==> src/rtl/assert_macros.svh <==
// Assertion macros for the slot pool manager.
// Clocked on aclk, disabled while aresetn is low.
`ifndef ASSERT_MACROS_SVH
`define ASSERT_MACROS_SVH

// same-cycle implication
`define ASSERT_IMP(label, ante, cons, msg) \
    label: assert property (@(posedge aclk) disable iff (!aresetn) (ante) |-> (cons)) \
        else $error(msg);

// next-cycle implication
`define ASSERT_NXT(label, ante, cons, msg) \
    label: assert property (@(posedge aclk) disable iff (!aresetn) (ante) |=> (cons)) \
        else $error(msg);

`endif

==> src/rtl/lspm_pkg.sv <==
// Package for the linked slot pool manager.
// Opcodes, status codes, FSM states and request/result structs; no dependencies.
`timescale 1ns / 1ps

package lspm_pkg;

    localparam int POOL_SIZE_DEF = 32;
    localparam int OP_W          = 2;
    localparam int ID_W          = 5;
    localparam int STAT_W        = 2;

    typedef enum logic [OP_W-1:0] {
        OP_ALLOC = 2'd0,
        OP_FREE  = 2'd1,
        OP_LIST  = 2'd2,
        OP_NONE  = 2'd3
    } opcode_t;

    typedef enum logic [STAT_W-1:0] {
        STAT_OK         = 2'd0,
        STAT_FULL       = 2'd1,
        STAT_NOT_ACTIVE = 2'd2,
        STAT_EMPTY      = 2'd3
    } status_t;

    typedef enum logic [2:0] {
        S_IDLE,
        S_ALLOC,
        S_FREE_WALK,
        S_FREE_FIN,
        S_LIST,
        S_EMIT
    } state_t;

    typedef struct packed {
        logic [OP_W-1:0] opcode;
        logic [ID_W-1:0] target_id;
    } in_item_t;

    typedef struct packed {
        logic [STAT_W-1:0] status;
        logic [ID_W-1:0]   result_id;
        logic              last;
    } out_item_t;

endpackage

==> src/rtl/lspm_link_mem.sv <==
// Next-pointer store: one write port, one registered read port.
// Per-entry written bits give the reset chain (entry i -> i+1). Uses lspm_pkg.
`timescale 1ns / 1ps

module lspm_link_mem import lspm_pkg::*; #(
    parameter int POOL_SIZE = POOL_SIZE_DEF
) (
    input  logic                            aclk,
    input  logic                            aresetn,
    input  logic [$clog2(POOL_SIZE)-1:0]    rd_addr,
    output logic [$clog2(POOL_SIZE+1)-1:0]  rd_data,
    input  logic                            wr_en,
    input  logic [$clog2(POOL_SIZE)-1:0]    wr_addr,
    input  logic [$clog2(POOL_SIZE+1)-1:0]  wr_data
);

    localparam int PW = $clog2(POOL_SIZE + 1);
    localparam int IW = $clog2(POOL_SIZE);

    logic [PW-1:0]        mem [POOL_SIZE];
    logic [POOL_SIZE-1:0] written_reg;
    logic [PW-1:0]        mem_q_reg;
    logic [IW-1:0]        addr_q_reg;
    logic                 written_q_reg;

    always_ff @(posedge aclk) begin
        if (wr_en) begin
            mem[wr_addr] <= wr_data;
        end
        mem_q_reg  <= mem[rd_addr];
        addr_q_reg <= rd_addr;
    end

    always_ff @(posedge aclk) begin
        if (!aresetn) begin
            written_reg   <= '0;
            written_q_reg <= 1'b0;
        end else begin
            if (wr_en) begin
                written_reg[wr_addr] <= 1'b1;
            end
            written_q_reg <= written_reg[rd_addr];
        end
    end

    assign rd_data = written_q_reg ? mem_q_reg
                                   : PW'({1'b0, addr_q_reg} + (IW+1)'(1));

endmodule

==> src/rtl/lspm_ctrl.sv <==
// Sequencer for allocate, free and list requests over the link store.
// Holds both list heads; walks one link per cycle, a list walk holding while the result side is full. Uses lspm_pkg.
`timescale 1ns / 1ps

module lspm_ctrl import lspm_pkg::*; #(
    parameter int POOL_SIZE = POOL_SIZE_DEF
) (
    input  logic                            aclk,
    input  logic                            aresetn,
    input  logic                            s_valid,
    output logic                            s_ready,
    input  in_item_t                        s_item,
    input  logic                            out_free,
    output logic                            res_valid,
    output out_item_t                       res_item,
    output logic [$clog2(POOL_SIZE)-1:0]    mem_rd_addr,
    input  logic [$clog2(POOL_SIZE+1)-1:0]  mem_rd_data,
    output logic                            mem_wr_en,
    output logic [$clog2(POOL_SIZE)-1:0]    mem_wr_addr,
    output logic [$clog2(POOL_SIZE+1)-1:0]  mem_wr_data
);

    localparam int PW    = $clog2(POOL_SIZE + 1);
    localparam int IW    = $clog2(POOL_SIZE);
    localparam int CW    = $clog2(POOL_SIZE);
    localparam int CMP_W = (PW > ID_W) ? PW : ID_W;
    localparam logic [PW-1:0] NULL_PTR = PW'(POOL_SIZE);
    localparam logic [CW-1:0] CNT_LAST = CW'(POOL_SIZE - 1);

    state_t            state_reg, state_next;
    logic [PW-1:0]     active_head_reg, active_head_next;
    logic [PW-1:0]     free_head_reg, free_head_next;
    logic [PW-1:0]     cur_reg, cur_next;
    logic [PW-1:0]     prev_reg, prev_next;
    logic [CW-1:0]     cnt_reg, cnt_next;
    logic [ID_W-1:0]   target_reg, target_next;
    status_t           status_reg, status_next;

    logic [CMP_W-1:0]  cur_ext;
    logic [CMP_W-1:0]  tgt_ext;
    logic [CMP_W-1:0]  in_tgt_ext;
    logic              rd_null;
    logic              list_fin;

    assign cur_ext    = CMP_W'(cur_reg);
    assign tgt_ext    = CMP_W'(target_reg);
    assign in_tgt_ext = CMP_W'(s_item.target_id);
    assign rd_null    = (mem_rd_data >= NULL_PTR);
    assign list_fin   = rd_null || (cnt_reg == CNT_LAST);

    always_ff @(posedge aclk) begin
        if (!aresetn) begin
            state_reg       <= S_IDLE;
            active_head_reg <= NULL_PTR;
            free_head_reg   <= '0;
        end else begin
            state_reg       <= state_next;
            active_head_reg <= active_head_next;
            free_head_reg   <= free_head_next;
        end
    end

    always_ff @(posedge aclk) begin
        cur_reg    <= cur_next;
        prev_reg   <= prev_next;
        cnt_reg    <= cnt_next;
        target_reg <= target_next;
        status_reg <= status_next;
    end

    always_comb begin
        state_next       = state_reg;
        active_head_next = active_head_reg;
        free_head_next   = free_head_reg;
        cur_next         = cur_reg;
        prev_next        = prev_reg;
        cnt_next         = cnt_reg;
        target_next      = target_reg;
        status_next      = status_reg;
        s_ready          = (state_reg == S_IDLE);
        res_valid        = 1'b0;
        res_item         = '0;
        mem_rd_addr      = cur_reg[IW-1:0];
        mem_wr_en        = 1'b0;
        mem_wr_addr      = cur_reg[IW-1:0];
        mem_wr_data      = free_head_reg;

        unique case (state_reg)
            S_IDLE: begin
                if (s_valid) begin
                    target_next = s_item.target_id;
                    unique case (opcode_t'(s_item.opcode))
                        OP_ALLOC: begin
                            if (free_head_reg >= NULL_PTR) begin
                                status_next = STAT_FULL;
                                state_next  = S_EMIT;
                            end else begin
                                cur_next    = free_head_reg;
                                mem_rd_addr = free_head_reg[IW-1:0];
                                state_next  = S_ALLOC;
                            end
                        end
                        OP_FREE: begin
                            if (active_head_reg >= NULL_PTR ||
                                in_tgt_ext >= CMP_W'(POOL_SIZE)) begin
                                status_next = STAT_NOT_ACTIVE;
                                state_next  = S_EMIT;
                            end else begin
                                cur_next    = active_head_reg;
                                prev_next   = NULL_PTR;
                                cnt_next    = '0;
                                mem_rd_addr = active_head_reg[IW-1:0];
                                state_next  = S_FREE_WALK;
                            end
                        end
                        OP_LIST: begin
                            if (active_head_reg >= NULL_PTR) begin
                                status_next = STAT_EMPTY;
                                state_next  = S_EMIT;
                            end else begin
                                cur_next    = active_head_reg;
                                cnt_next    = '0;
                                mem_rd_addr = active_head_reg[IW-1:0];
                                state_next  = S_LIST;
                            end
                        end
                        default: begin
                            state_next = S_IDLE;
                        end
                    endcase
                end
            end
            S_ALLOC: begin
                if (out_free) begin
                    mem_wr_en          = 1'b1;
                    mem_wr_data        = active_head_reg;
                    free_head_next     = mem_rd_data;
                    active_head_next   = cur_reg;
                    res_valid          = 1'b1;
                    res_item.status    = STAT_OK;
                    res_item.result_id = cur_ext[ID_W-1:0];
                    res_item.last      = 1'b1;
                    state_next         = S_IDLE;
                end
            end
            S_FREE_WALK: begin
                if (cur_ext == tgt_ext) begin
                    if (prev_reg >= NULL_PTR) begin
                        active_head_next = mem_rd_data;
                    end else begin
                        mem_wr_en   = 1'b1;
                        mem_wr_addr = prev_reg[IW-1:0];
                        mem_wr_data = mem_rd_data;
                    end
                    state_next = S_FREE_FIN;
                end else if (list_fin) begin
                    status_next = STAT_NOT_ACTIVE;
                    state_next  = S_EMIT;
                end else begin
                    prev_next   = cur_reg;
                    cur_next    = mem_rd_data;
                    cnt_next    = cnt_reg + CW'(1);
                    mem_rd_addr = mem_rd_data[IW-1:0];
                end
            end
            S_FREE_FIN: begin
                if (out_free) begin
                    mem_wr_en          = 1'b1;
                    free_head_next     = cur_reg;
                    res_valid          = 1'b1;
                    res_item.status    = STAT_OK;
                    res_item.result_id = cur_ext[ID_W-1:0];
                    res_item.last      = 1'b1;
                    state_next         = S_IDLE;
                end
            end
            S_LIST: begin
                if (out_free) begin
                    res_valid          = 1'b1;
                    res_item.status    = STAT_OK;
                    res_item.result_id = cur_ext[ID_W-1:0];
                    res_item.last      = list_fin;
                    if (list_fin) begin
                        state_next = S_IDLE;
                    end else begin
                        cur_next    = mem_rd_data;
                        cnt_next    = cnt_reg + CW'(1);
                        mem_rd_addr = mem_rd_data[IW-1:0];
                    end
                end
            end
            S_EMIT: begin
                if (out_free) begin
                    res_valid       = 1'b1;
                    res_item.status = status_reg;
                    res_item.last   = 1'b1;
                    state_next      = S_IDLE;
                end
            end
            default: begin
                state_next = S_IDLE;
            end
        endcase
    end

endmodule

==> src/rtl/linked_slot_pool_manager_core.sv <==
// Top level of the linked slot pool manager: controller, link store, result register.
// Depends on lspm_pkg, lspm_ctrl, lspm_link_mem and assert_macros.svh.
//
// Usage:
//   s_valid/s_ready/s_item carry requests: allocate, free by id, or list.
//   m_valid/m_ready/m_item carry results: status, slot id and a last flag.
//   Allocate and free give one result; list gives one result per active
//   slot, newest first, or a single empty result. Opcode 3 gives none.
// Timing:
//   One request at a time. Allocate reads the free head, then relinks
//   the slot; free walks the active list to the id, then unlinks it;
//   list gives a result per link walked. Walks are paced by the single
//   read port of the link store, one link per cycle, a list walk holding
//   while the result register is full. Results leave through a register,
//   so the next request is taken while the final result still waits on
//   m_ready. A stalled receiver halts a list walk; nothing is dropped.
// Reset:
//   aresetn low for one edge puts every slot on the free list in order and
//   empties the active list; no clearing pass, requests accepted at once.
`timescale 1ns / 1ps
`include "assert_macros.svh"

module linked_slot_pool_manager_core import lspm_pkg::*; #(
    parameter int POOL_SIZE = POOL_SIZE_DEF
) (
    input  logic      aclk,
    input  logic      aresetn,
    input  logic      s_valid,
    output logic      s_ready,
    input  in_item_t  s_item,
    output logic      m_valid,
    input  logic      m_ready,
    output out_item_t m_item
);

    localparam int PW = $clog2(POOL_SIZE + 1);
    localparam int IW = $clog2(POOL_SIZE);

    logic          out_free;
    logic          res_valid;
    out_item_t     res_item;
    logic [IW-1:0] mem_rd_addr;
    logic [PW-1:0] mem_rd_data;
    logic          mem_wr_en;
    logic [IW-1:0] mem_wr_addr;
    logic [PW-1:0] mem_wr_data;
    logic          m_valid_reg;
    out_item_t     m_item_reg;

    assign out_free = !m_valid_reg || m_ready;
    assign m_valid  = m_valid_reg;
    assign m_item   = m_item_reg;

    lspm_ctrl #(
        .POOL_SIZE (POOL_SIZE)
    ) u_ctrl (
        .aclk        (aclk),
        .aresetn     (aresetn),
        .s_valid     (s_valid),
        .s_ready     (s_ready),
        .s_item      (s_item),
        .out_free    (out_free),
        .res_valid   (res_valid),
        .res_item    (res_item),
        .mem_rd_addr (mem_rd_addr),
        .mem_rd_data (mem_rd_data),
        .mem_wr_en   (mem_wr_en),
        .mem_wr_addr (mem_wr_addr),
        .mem_wr_data (mem_wr_data)
    );

    lspm_link_mem #(
        .POOL_SIZE (POOL_SIZE)
    ) u_link_mem (
        .aclk    (aclk),
        .aresetn (aresetn),
        .rd_addr (mem_rd_addr),
        .rd_data (mem_rd_data),
        .wr_en   (mem_wr_en),
        .wr_addr (mem_wr_addr),
        .wr_data (mem_wr_data)
    );

    always_ff @(posedge aclk) begin
        if (!aresetn) begin
            m_valid_reg <= 1'b0;
        end else if (res_valid) begin
            m_valid_reg <= 1'b1;
        end else if (m_ready) begin
            m_valid_reg <= 1'b0;
        end
    end

    always_ff @(posedge aclk) begin
        if (res_valid) begin
            m_item_reg <= res_item;
        end
    end

    `ASSERT_IMP(a_no_overwrite, res_valid, (!m_valid_reg || m_ready), "result register overwritten")
    `ASSERT_IMP(a_err_shape, (m_valid && m_item.status != STAT_OK), (m_item.result_id == ID_W'(0) && m_item.last), "error result not single with zero id")
    `ASSERT_NXT(a_busy_after_req, (s_valid && s_ready && s_item.opcode != OP_NONE), !s_ready, "request accepted while a request is still in work")

endmodule

==> config.mk <==
export PLATFORM = sky130hd
export DESIGN_NAME = linked_slot_pool_manager_core
export DESIGN_NICKNAME = d
export VERILOG_FILES = /design/src/rtl/lspm_pkg.sv /design/src/rtl/lspm_link_mem.sv /design/src/rtl/lspm_ctrl.sv /design/src/rtl/linked_slot_pool_manager_core.sv
export VERILOG_INCLUDE_DIRS = /design/src /design/src/rtl
export SDC_FILE = /design/constraint.sdc
export NUM_CORES = 1
export LEC_CHECK = 0
export BUFFER_PORTS_ARGS = -buffer_cell sky130_fd_sc_hd__buf_2
export CAP_MARGIN = 0
export CORE_ASPECT_RATIO = 0.8
export CORE_MARGIN = 2
export CORE_UTILIZATION = 30
export CTS_CLUSTER_SIZE = 8
export DETAILED_ROUTE_END_ITERATION = 10
export PLACE_DENSITY = 0.42
export SYNTH_ARGS = -nofsm -noshare
export SYNTH_HDL_FRONTEND = slang
export SYNTH_SLANG_ARGS = --single-unit
==> constraint.sdc <==
create_clock -name aclk -period 7.1 [get_ports aclk]
set_clock_uncertainty 0.15 [all_clocks]
set_input_delay 2.13 -clock aclk [delete_from_list [all_inputs] [get_ports aclk]]
set_output_delay 2.13 -clock aclk [all_outputs]
set_load 0.05 [all_outputs]
; After elaboration in Yosys (flattened, before gate mapping)
; Memories as Yosys holds them, arrays and structs flattened. A register that Yosys moved wholly into a read port is not among the register bits.
; Index checks and enable logic that the tools add are counted.
[totals]
rom_bits = 0
input_bits = 11
elab_cells = 165
mem_count = 1
ramBits = 192
ff_bits = 86
latchBits = 0
[mem_list]
columns = memory, words, word_bits, rd, rd_ports_with_merged_regs, write_ports, line
row1 = u_link_mem.mem, 32, 6, 1, 1, 1, lspm_link_mem.sv:20  ; logic [PW-1:0] mem [POOL_SIZE];
[classes]
n_addsub = 2
reduce_logical = 23
magnitude_cmp = 8
bitwise_logic = 1
n_mux = 84
n_mul = 0
n_eq_ne = 31
div = 0
shifts = 0
[op_table]
columns = operator, n
row1 = 6-bit 2-to-1 mux, 22
row2 = 5-bit 2-to-1 mux, 16
row3 = 6-bit one-hot mux with 2 select lines, 4
row4 = 5-bit one-hot mux with 3 select lines, 3
row5 = 6-bit one-hot mux with 3 select lines, 2
row6 = 32-bit bitwise OR, 1
row7 = "6-bit greater-or-equal comparator, second input constant", 4
row8 = 3-bit 2-to-1 mux, 8
row9 = 5-bit one-hot mux with 2 select lines, 2
row10 = 8-bit AND reduction, 2
row11 = 2-bit 2-to-1 mux, 7
row12 = "2-bit inequality test, second input constant", 7
row13 = "5-bit by 6-bit less-than comparator with 1-bit output, second input constant", 2
row14 = "2-bit by 1-bit inequality test with 1-bit output, second input constant", 6
row15 = 2-bit one-hot mux with 3 select lines, 2
row16 = 3-bit one-hot mux with 4 select lines, 1
row17 = 1-bit 2-to-1 mux, 11
row18 = "3-bit by 2-bit inequality test with 1-bit output, second input constant", 3
row19 = "3-bit inequality test, second input constant", 3
row20 = 3-bit one-hot mux with 3 select lines, 1
row21 = 2-bit nonzero test, 4
row22 = 7-bit AND reduction, 1
row23 = "5-bit by 1-bit adder with 6-bit output, second input constant", 1
row24 = "3-bit by 2-bit == test with 1-bit output, second input constant", 2
row25 = 30 further kinds, 34

; Logic depth before layout (Yosys ltp)
; Gate-level depths: netlist of run 1.
[logic_depth]
word_depth = 9
depth_mapped = 16

; Modules after synthesis
; A second synthesis of run 1 with hierarchy kept.
[hier_totals]
hier_cells = 763
hier_area_um2 = 12111.6
[by_module_without_submodules]
columns = mod, seq_area_each_um2, area_each_um2, cells_per_inst, instances
row1 = lspm_link_mem, 6646.4, 9007.4, 439, 1
row2 = lspm_ctrl, 1021.0, 2815.2, 312, 1
row3 = linked_slot_pool_manager_core, 260.2, 289.0, 12, 1

; Worst setup path after synthesis of run 1
; Ideal clock, no wire load.
[synth_timing]
path_kind = input -> register
from = input s_item[6] (netlist bit)
to = register u_link_mem.mem_q_reg[0] (read register of u_link_mem.mem)
arrival_time_ps = 4480
path_slack_ps = 2337
required_time_ps = 6818
cell_stages = 13
path_cell_list = inv_1 -> ha_1 -> o21ai_0 -> a31o_1 -> a21boi_4 -> nand3_1 -> a221oi_4 -> inv_2 -> nor2_1 -> clkbuf_1 -> nand3_1 -> nand4_1 -> o2111ai_1
[synth_via]
elab_chain_len = 4
elab_cells_between_ends = 6
cone_classes = eq/ne (2) / mux (3) / reduce/logical (1)
[synth_rtl]
columns = item, line
row1 = from (decl), linked_slot_pool_manager_core.sv:30  ; input in_item_t s_item,
row2 = "2-bit == test, or another cell as far along", lspm_ctrl.sv:92  ; unique case (opcode_t'(s_item.opcode))
row3 = 5-bit one-hot mux with 3 select lines *, lspm_ctrl.sv:92
row4 = 5-bit 2-to-1 mux *, lspm_ctrl.sv:90  ; if (s_valid) begin
row5 = 5-bit one-hot mux with 3 select lines *, lspm_ctrl.sv:88  ; unique case (state_reg)
row6 = to (decl), lspm_link_mem.sv:22  ; logic [PW-1:0] mem_q_reg;
; Every way passes the cells marked *; elsewhere a longest branch is shown, timed or not.
; A chain may end at the register's enable or synchronous reset.

; Final worst setup path of run 1
[layout_timing]
from = input s_item[6] (netlist bit)
to = register u_link_mem.mem_q_reg[1] (read register of u_link_mem.mem)
[layout_via]
elab_chain_len = 4
elab_cells_between_ends = 6
cone_classes = eq/ne (2) / mux (3) / reduce/logical (1)
[layout_rtl]
columns = item, line
row1 = "2-bit == test, or another cell as far along", lspm_ctrl.sv:92
row2 = 5-bit one-hot mux with 3 select lines *, lspm_ctrl.sv:92
row3 = 5-bit 2-to-1 mux *, lspm_ctrl.sv:90
row4 = 5-bit one-hot mux with 3 select lines *, lspm_ctrl.sv:88
row5 = net mem_rd_addr[1], linked_slot_pool_manager_core.sv:42  ; logic [IW-1:0] mem_rd_addr;
; Mark *: on every way through the listed nets, which the timed path passes. The rest lies on a longest branch.

==> run_results.csv, run 1 <==
group,metric,value,unit
global_route,grt_pass1_wl,56100,µm
layout,regArea,7930,µm²
timing,rsz0062_at_grt,"no",
power,p_sw,1630,µW
cts,cts_sinks,284,
synthesis,ys_ff_latch,284,
cts,cts-root-buf,"clkbuf_16",
worst_setup_path,crit_slowest_cell,"nor2_2",
floorplan,dieArea,43100,µm²
global_route,track_usage,17.8,%
global_route,busiest_layer,"met1",
timing,worstMarginPinSlew,1.28,ns
synthesis,yosysSeqAreaShare,63.7,%
worst_setup_path,timing.rr.end,"u_link_mem.mem_q_reg[1]",
worst_setup_path,required,7.35,ns
synthesis,synth_xor_xnor_area_share,0.775,%
timing,min_period,5.77,ns
detailed_routing,wire_per_inst,22.8,µm
power,peakVddDrop,162,µV
detailed_routing,ant_nets,0,
detailed_routing,vias,8417,
power,p_seq_share,39.9,%
layout,layout.nets,1097,
layout,final_common_cell,"edfxtp_1",
worst_hold_path,holdPathEnd,"u_link_mem.written_reg[31]",
worst_setup_path,r2r_slack,2.16,ns
worst_setup_path,start_kind,"input port",
global_route,grt_pass1_vias,8174,
synthesis,synthMuxAreaShare,3.19,%
layout,fill_cells,4112,
timing,slew_viol_final,0,
global_route,met3_usage,3.05,%
worst_setup_path,reg2reg_depth,11,
power,p_per_area,352,nW/µm²
synthesis,async_flop_share,0,%
detailed_routing,drt_wl_total,37700,µm
worst_setup_path,worst-path-max-fanout,24,
global_route,grt_max_degree,71,
synthesis,synth_fa_ha_area_share,0.805,%
placed_design,portBuffers,20,
timing,fin_setup_tns,0,ns
worst_hold_path,holdPathStages,1,
worst_setup_path,critical_path_class,"in -> reg",
global_route,gr-total-overflow,0,
floorplan,placementRows,66,
floorplan,initial_core_util,30.5,%
synthesis,synth-compound-area-share,12.8,%
floorplan,die_w,232,µm
worst_hold_path,holdCritPathClass,"reg -> reg",
layout,syn2layout_area_growth,14.7,%
layout,largest_register_ffs,192,
layout,instances_no_fill,1654,
synthesis,yosysWarningCount,0,
worst_setup_path,cpPeakStageDelay,0.96,ns
detailed_routing,viasPerCell,5.09,
layout,final_core_util,35.0,%
cts,holdBufCountCts,0,
power,swShare,32.4,%
layout,multi_input_area,4120,µm²
synthesis,synth_ff_type,"edfxtp_1",
synthesis,synthesis.nets,1072,
detailed_routing,drcViolationCount,0,
worst_hold_path,min_from,"u_link_mem.written_reg[31]",
worst_setup_path,cp.arrival,6.02,ns
synthesis,post_synth_num_cell_types,77,
timing,relSlewSlack,14.3,%
global_route,antenna_found_initial,1,
layout,mostFrequentLayoutCells,"edfxtp_1 (224), nand2_1 (205), nor2_1 (82)",
placed_design,hpwl,24900,µm
cts,clock_latency,0.54,ns
power,pwr-share-comb,23.2,%
synthesis,syn_inst,1053,
cts,cts_max_level,2,
power,p_leak,0.00500,µW
cts,clkTransAtPathRegs,0.05,ns
synthesis,avgSynthCellArea,11.8,µm²
timing,fmax,173,MHz
timing,final.period_utilization,81.3,%
cts,cts_buffers,41,
global_route,grt_use_met2,25.2,%
floorplan,core_area,40800,µm²
floorplan,io_pins,21,
detailed_routing,first_pass_iters,5,
layout,num_antenna_cells,0,
synthesis,synth_top_family_by_area,"simple AND/OR/NAND/NOR gates",
worst_setup_path,crit_chain,"buf_2 -> inv_1 -> ha_1 -> o21ai_0 -> a31o_1 -> a21boi_4 -> nand3_1 -> a221oi_1 -> buf_4 -> inv_2 -> nor2_2 -> a221o_1 -> nand3b_1 -> o2111ai_1",
power,pwr-share-clk,36.9,%
placed_design,dp.cells,1579,
cts,clock_path_buffers,3,
timing,hold_viol,0,
timing,finalSetupViolCount,0,
worst_setup_path,reg2reg_from,"u_ctrl.state_reg[0]",
outcome,status,"finished, final reports clean",
worst_setup_path,endpoint_kind,"flip-flop",
run,drv_cap,0,
synthesis,synth-simple-area-share,15.5,%
synthesis,synth-edff-count,224,
cts,postCtsSetupRepairBufs,0,
detailed_routing,drt_iter0_markers,734,
placed_design,place_congestion,0.804,
floorplan,chipHeight,186,µm
global_route,grtUsageMet1,27.8,%
power,intPower,3390,µW
cts,cts_tree,"done",
cts,cts_resized,0,
layout,drive_above_1_share,10.7,%
synthesis,syn_area,12400,µm²
kinds of logic after synthesis:
| kind of cell | after synthesis |
|---|---|
| simple gates | 428 |
| flops | 284 |
| compound gates | 212 |
| buf+inv | 71 |
| mux | 39 |
| xor+xnor | 11 |
| fa+ha+maj | 8 |
critical path: cells and delay by family:
family / cells / cell delay [ns]
AND/OR/NAND/NOR: 3 / 1.36
AO/OA/AOI/OAI: 6 / 1.70
adder cells (fa/ha/maj): 1 / 0.23
buffers and inverters: 4 / 0.56
Yosys cell counts (7+ instances only):
master     count  area (µm²)
a211oi_1       7        52.6
a21oi_1       60         300
a221o_1        7        70.1
a22oi_1       14         105
a31oi_1       10        62.6
and3_1        10        62.6
buf_2         18        90.1
buf_6         10         113
clkbuf_1      21        78.8
dfxtp_1       60        1200
edfxtp_1     224        6730
ha_1           8         100
inv_1         10        37.5
mux2i_1       36         360
nand2_1      205         769
nand2b_1      10        62.6
nand3_1       56         280
nand3b_1       9        67.6
nand4_1       15        93.8
nor2_1        82         308
nor2b_1        7        43.8
nor3_1        13        65.1
o2111ai_1      8        70.1
o211ai_1       7        52.6
o21a_1        33         248
o21ai_0       11        55.1
xor2_1        10        87.6
routing by layer:
| layer | routed length, µm | share of wire (%) |
|---|---|---|
| met1 | 19500 | 52 |
| met3 | 2050 | 5.4 |
| met2 | 15500 | 41 |
| met5 | 0 | 0 |
| met4 | 575 | 1.5 |
final cells by class:
cell class / count / area share, %
clock buffers: 74 / 8.50
clock inverters: 1 / 0.0614
inverters: 14 / 0.404
multi-input cells: 698 / 28.9
flip-flops and latches: 284 / 55.6
well taps: 544 / 4.77
repair buffers: 39 / 1.79
power by group through the flow:
stage          Clock [µW]  Combinational (µW)  Sequential (µW)
4_1_cts              1890                1170             2000
2_1_floorplan           0                 795             2000
5_1_grt              1960                1260             2010
6_report             1850                1160             2000
3_3_place_gp            0                1170             2030
3_5_place_dp            0                1160             2030
worst max-delay path by stage:
stage / cells past startpoint / slack [ns] / from / to
after global routing: 14 / 1.09 / s_item[6] / u_link_mem.mem_q_reg[4]
after global placement: 14 / 0.83 / s_item[5] / u_link_mem.mem_q_reg[1]
after CTS: 14 / 1.38 / s_item[5] / u_link_mem.mem_q_reg[1]
after detailed placement: 14 / 0.82 / s_item[5] / u_link_mem.mem_q_reg[1]
final: 14 / 1.33 / s_item[6] / u_link_mem.mem_q_reg[1]
after floorplan: 13 / 2.34 / s_item[6] / u_link_mem.mem_q_reg[0]
per-stage QoR:
| step | area, µm² | power (µW) | hold slack, ns | worst slack [ns] |
|---|---|---|---|---|
| after floorplan | 12400 | 2800 | 0.284 | 2.34 |
| after global placement | 13000 | 3200 | 0.299 | 0.831 |
| after detailed placement | 13000 | 3190 | 0.303 | 0.823 |
| after CTS | 14300 | 5060 | 0.315 | 1.38 |
| after global routing | 14300 | 5230 | 0.323 | 1.09 |
| final | 14300 | 5020 | 0.314 | 1.33 |
(Power assumes the default switching activity.)
==> run 2: changes to the inputs <==
==> constraint.sdc (replaced) <==
create_clock -name aclk -period 5.6 [get_ports aclk]
set_clock_uncertainty 0.15 [all_clocks]
set_input_delay 1.68 -clock aclk [delete_from_list [all_inputs] [get_ports aclk]]
set_output_delay 1.68 -clock aclk [all_outputs]
set_load 0.05 [all_outputs]
==> run 2 against run 1 <==
Utilization grew 0.13 points. Cell area grew 0.39%. Wire length shrank 0.97%. Sequential share of layout area shrank 0.21 points. Register-to-register slack lost 0.50 ns. Count of clock-buffer cells in the layout shrank 3. Clock power grew 24%. Sequential cell count is the same. Critical path depth is the same. Combinational power grew 29%. Largest power group unchanged.
==> run_results.csv, run 2 (synthesis gave the netlist of run 1 again) <==
group,metric,value,unit
worst_hold_path,holdPathStages,1,
worst_setup_path,critical_path_class,"in -> reg",
timing,fmax,223,MHz
timing,whs,0.313,ns
power,p_leak,0.00504,µW
placed_design,hpwl,25000,µm
floorplan,placementRows,66,
power,pwr-share-clk,36.2,%
worst_hold_path,holdPathEnd,"u_link_mem.written_reg[21]",
power,intPower,4250,µW
layout,layout.nets,1110,
worst_setup_path,cp.arrival,4.73,ns
worst_setup_path,start_kind,"input port",
cts,clock_latency,0.54,ns
cts,clock_path_buffers,3,
placed_design,place_congestion,0.830,
detailed_routing,drcViolationCount,0,
power,pwr-share-comb,23.7,%
worst_setup_path,timing.rr.end,"u_link_mem.written_q_reg",
detailed_routing,drt_iter0_markers,696,
layout,syn2layout_area_growth,15.1,%
timing,worstMarginPinSlew,1.14,ns
timing,rsz0062_at_grt,"no",
run,drv_cap,0,
outcome,status,"finished, final reports clean",
worst_setup_path,worst-path-max-fanout,24,
cts,holdBufCountCts,0,
global_route,antenna_found_initial,1,
timing,min_period,4.49,ns
layout,drive_above_1_share,11.6,%
timing,final.period_utilization,80.3,%
floorplan,die_w,232,µm
worst_hold_path,holdCritPathClass,"reg -> reg",
detailed_routing,viasPerCell,5.08,
layout,largest_register_ffs,192,
global_route,grt_pass1_vias,8049,
floorplan,io_pins,21,
global_route,grt_pass1_wl,56000,µm
power,p_seq_share,40.1,%
cts,cts_sinks,284,
layout,final_common_cell,"edfxtp_1",
timing,slew_viol_final,0,
global_route,gr-total-overflow,0,
power,total_power,6340,µW
cts,cts_buffers,41,
layout,final_core_util,35.1,%
timing,hold_viol,0,
power,peakVddDrop,228,µV
power,swShare,33.0,%
worst_setup_path,reg2reg_depth,13,
detailed_routing,vias,8455,
detailed_routing,ant_nets,0,
floorplan,initial_core_util,30.5,%
cts,cts_tree,"done",
floorplan,dieArea,43100,µm²
cts,postCtsSetupRepairBufs,0,
layout,mostFrequentLayoutCells,"edfxtp_1 (224), nand2_1 (205), nor2_1 (82)",
worst_setup_path,required,5.84,ns
timing,fin_setup_tns,0,ns
cts,clkTransAtPathRegs,0.05,ns
layout,num_antenna_cells,0,
power,p_sw,2090,µW
placed_design,portBuffers,20,
detailed_routing,first_pass_iters,5,
cts,cts_max_level,2,
global_route,track_usage,17.8,%
power,p_per_area,443,nW/µm²
cts,cts-root-buf,"clkbuf_16",
worst_hold_path,min_from,"u_link_mem.written_reg[21]",
global_route,grt_max_degree,89,
floorplan,chipHeight,186,µm
timing,setup_ws,1.11,ns
worst_setup_path,endpoint_kind,"flip-flop",
floorplan,core_area,40800,µm²
timing,relSlewSlack,22.9,%
worst_setup_path,reg2reg_from,"u_ctrl.cnt_reg[0]",
placed_design,pre_cts_ws,0.548,ns
detailed_routing,wire_per_inst,22.4,µm
detailed_routing,drt_wl_total,37300,µm
worst_setup_path,r2r_slack,1.66,ns
timing,finalSetupViolCount,0,
cts,cts_resized,0,
run 2: cell count changes in the layout (fill, tap and decap cells not counted), sizes merged:
cell / previous run / this run
clkbuf: 74 / 71
buf: 39 / 52
inv: 14 / 15
run 2: how the worst max path moves through the flow:
stage | start | endpoint | slack [ns] | cells after the start
after global routing | s_item[6] | u_link_mem.mem_q_reg[1] | 0.89 | 13
after floorplan | s_item[6] | u_link_mem.mem_q_reg[0] | 1.29 | 13
after CTS | s_item[6] | u_link_mem.mem_q_reg[1] | 1.12 | 13
after detailed placement | s_item[6] | u_link_mem.mem_q_reg[1] | 0.55 | 13
after global placement | s_item[5] | u_link_mem.mem_q_reg[1] | 0.57 | 13
final | s_item[6] | u_link_mem.mem_q_reg[5] | 1.11 | 14
run 2: area by class of cell:
cell class	instances	area [µm²]
clock buffer	71	1150
clock inverter	2	17.5
fill	4067	26500
inverter	14	57.6
multi-input combinational	698	4120
sequential	284	7930
tap	544	681
timing repair buffer	52	365
run 2: critical path: stages:
cell and delay, ns:
buf_2 0.10, inv_1 0.07, ha_1 0.24, o21ai_0 0.30, a31o_1 0.24, a21boi_4 0.21
nand3_1 0.17, a221oi_1 0.45, inv_2 0.16, nor2_2 0.10, buf_4 0.31, nand3_1 0.20
nand4_1 0.29, o2111ai_1 0.16
run 2: metal layers:
metal,GRT usage [%],routed length [µm],vias up
met5,0,0,-
met4,4.26,604,0
met3,3.83,1990,48
met2,24.9,15200,200
met1,27.6,19500,4230
li1,-,-,3977
run 2: power groups by stage:
| stage | Combinational (µW) | Clock, µW | Sequential, µW |
|---|---|---|---|
| after floorplan | 1010 | 0 | 2540 |
| after global placement | 1510 | 0 | 2590 |
| after detailed placement | 1510 | 0 | 2580 |
| after CTS | 1510 | 2340 | 2540 |
| after global routing | 1640 | 2440 | 2550 |
| final | 1500 | 2300 | 2540 |
run 2: per-stage QoR:
stage | instances | instance area (µm²)
floorplan | 1053 | 12400
global placement | 1592 | 13200
detailed placement | 1592 | 13200
CTS | 1665 | 14300
global route | 1665 | 14300
finish | 1665 | 14300
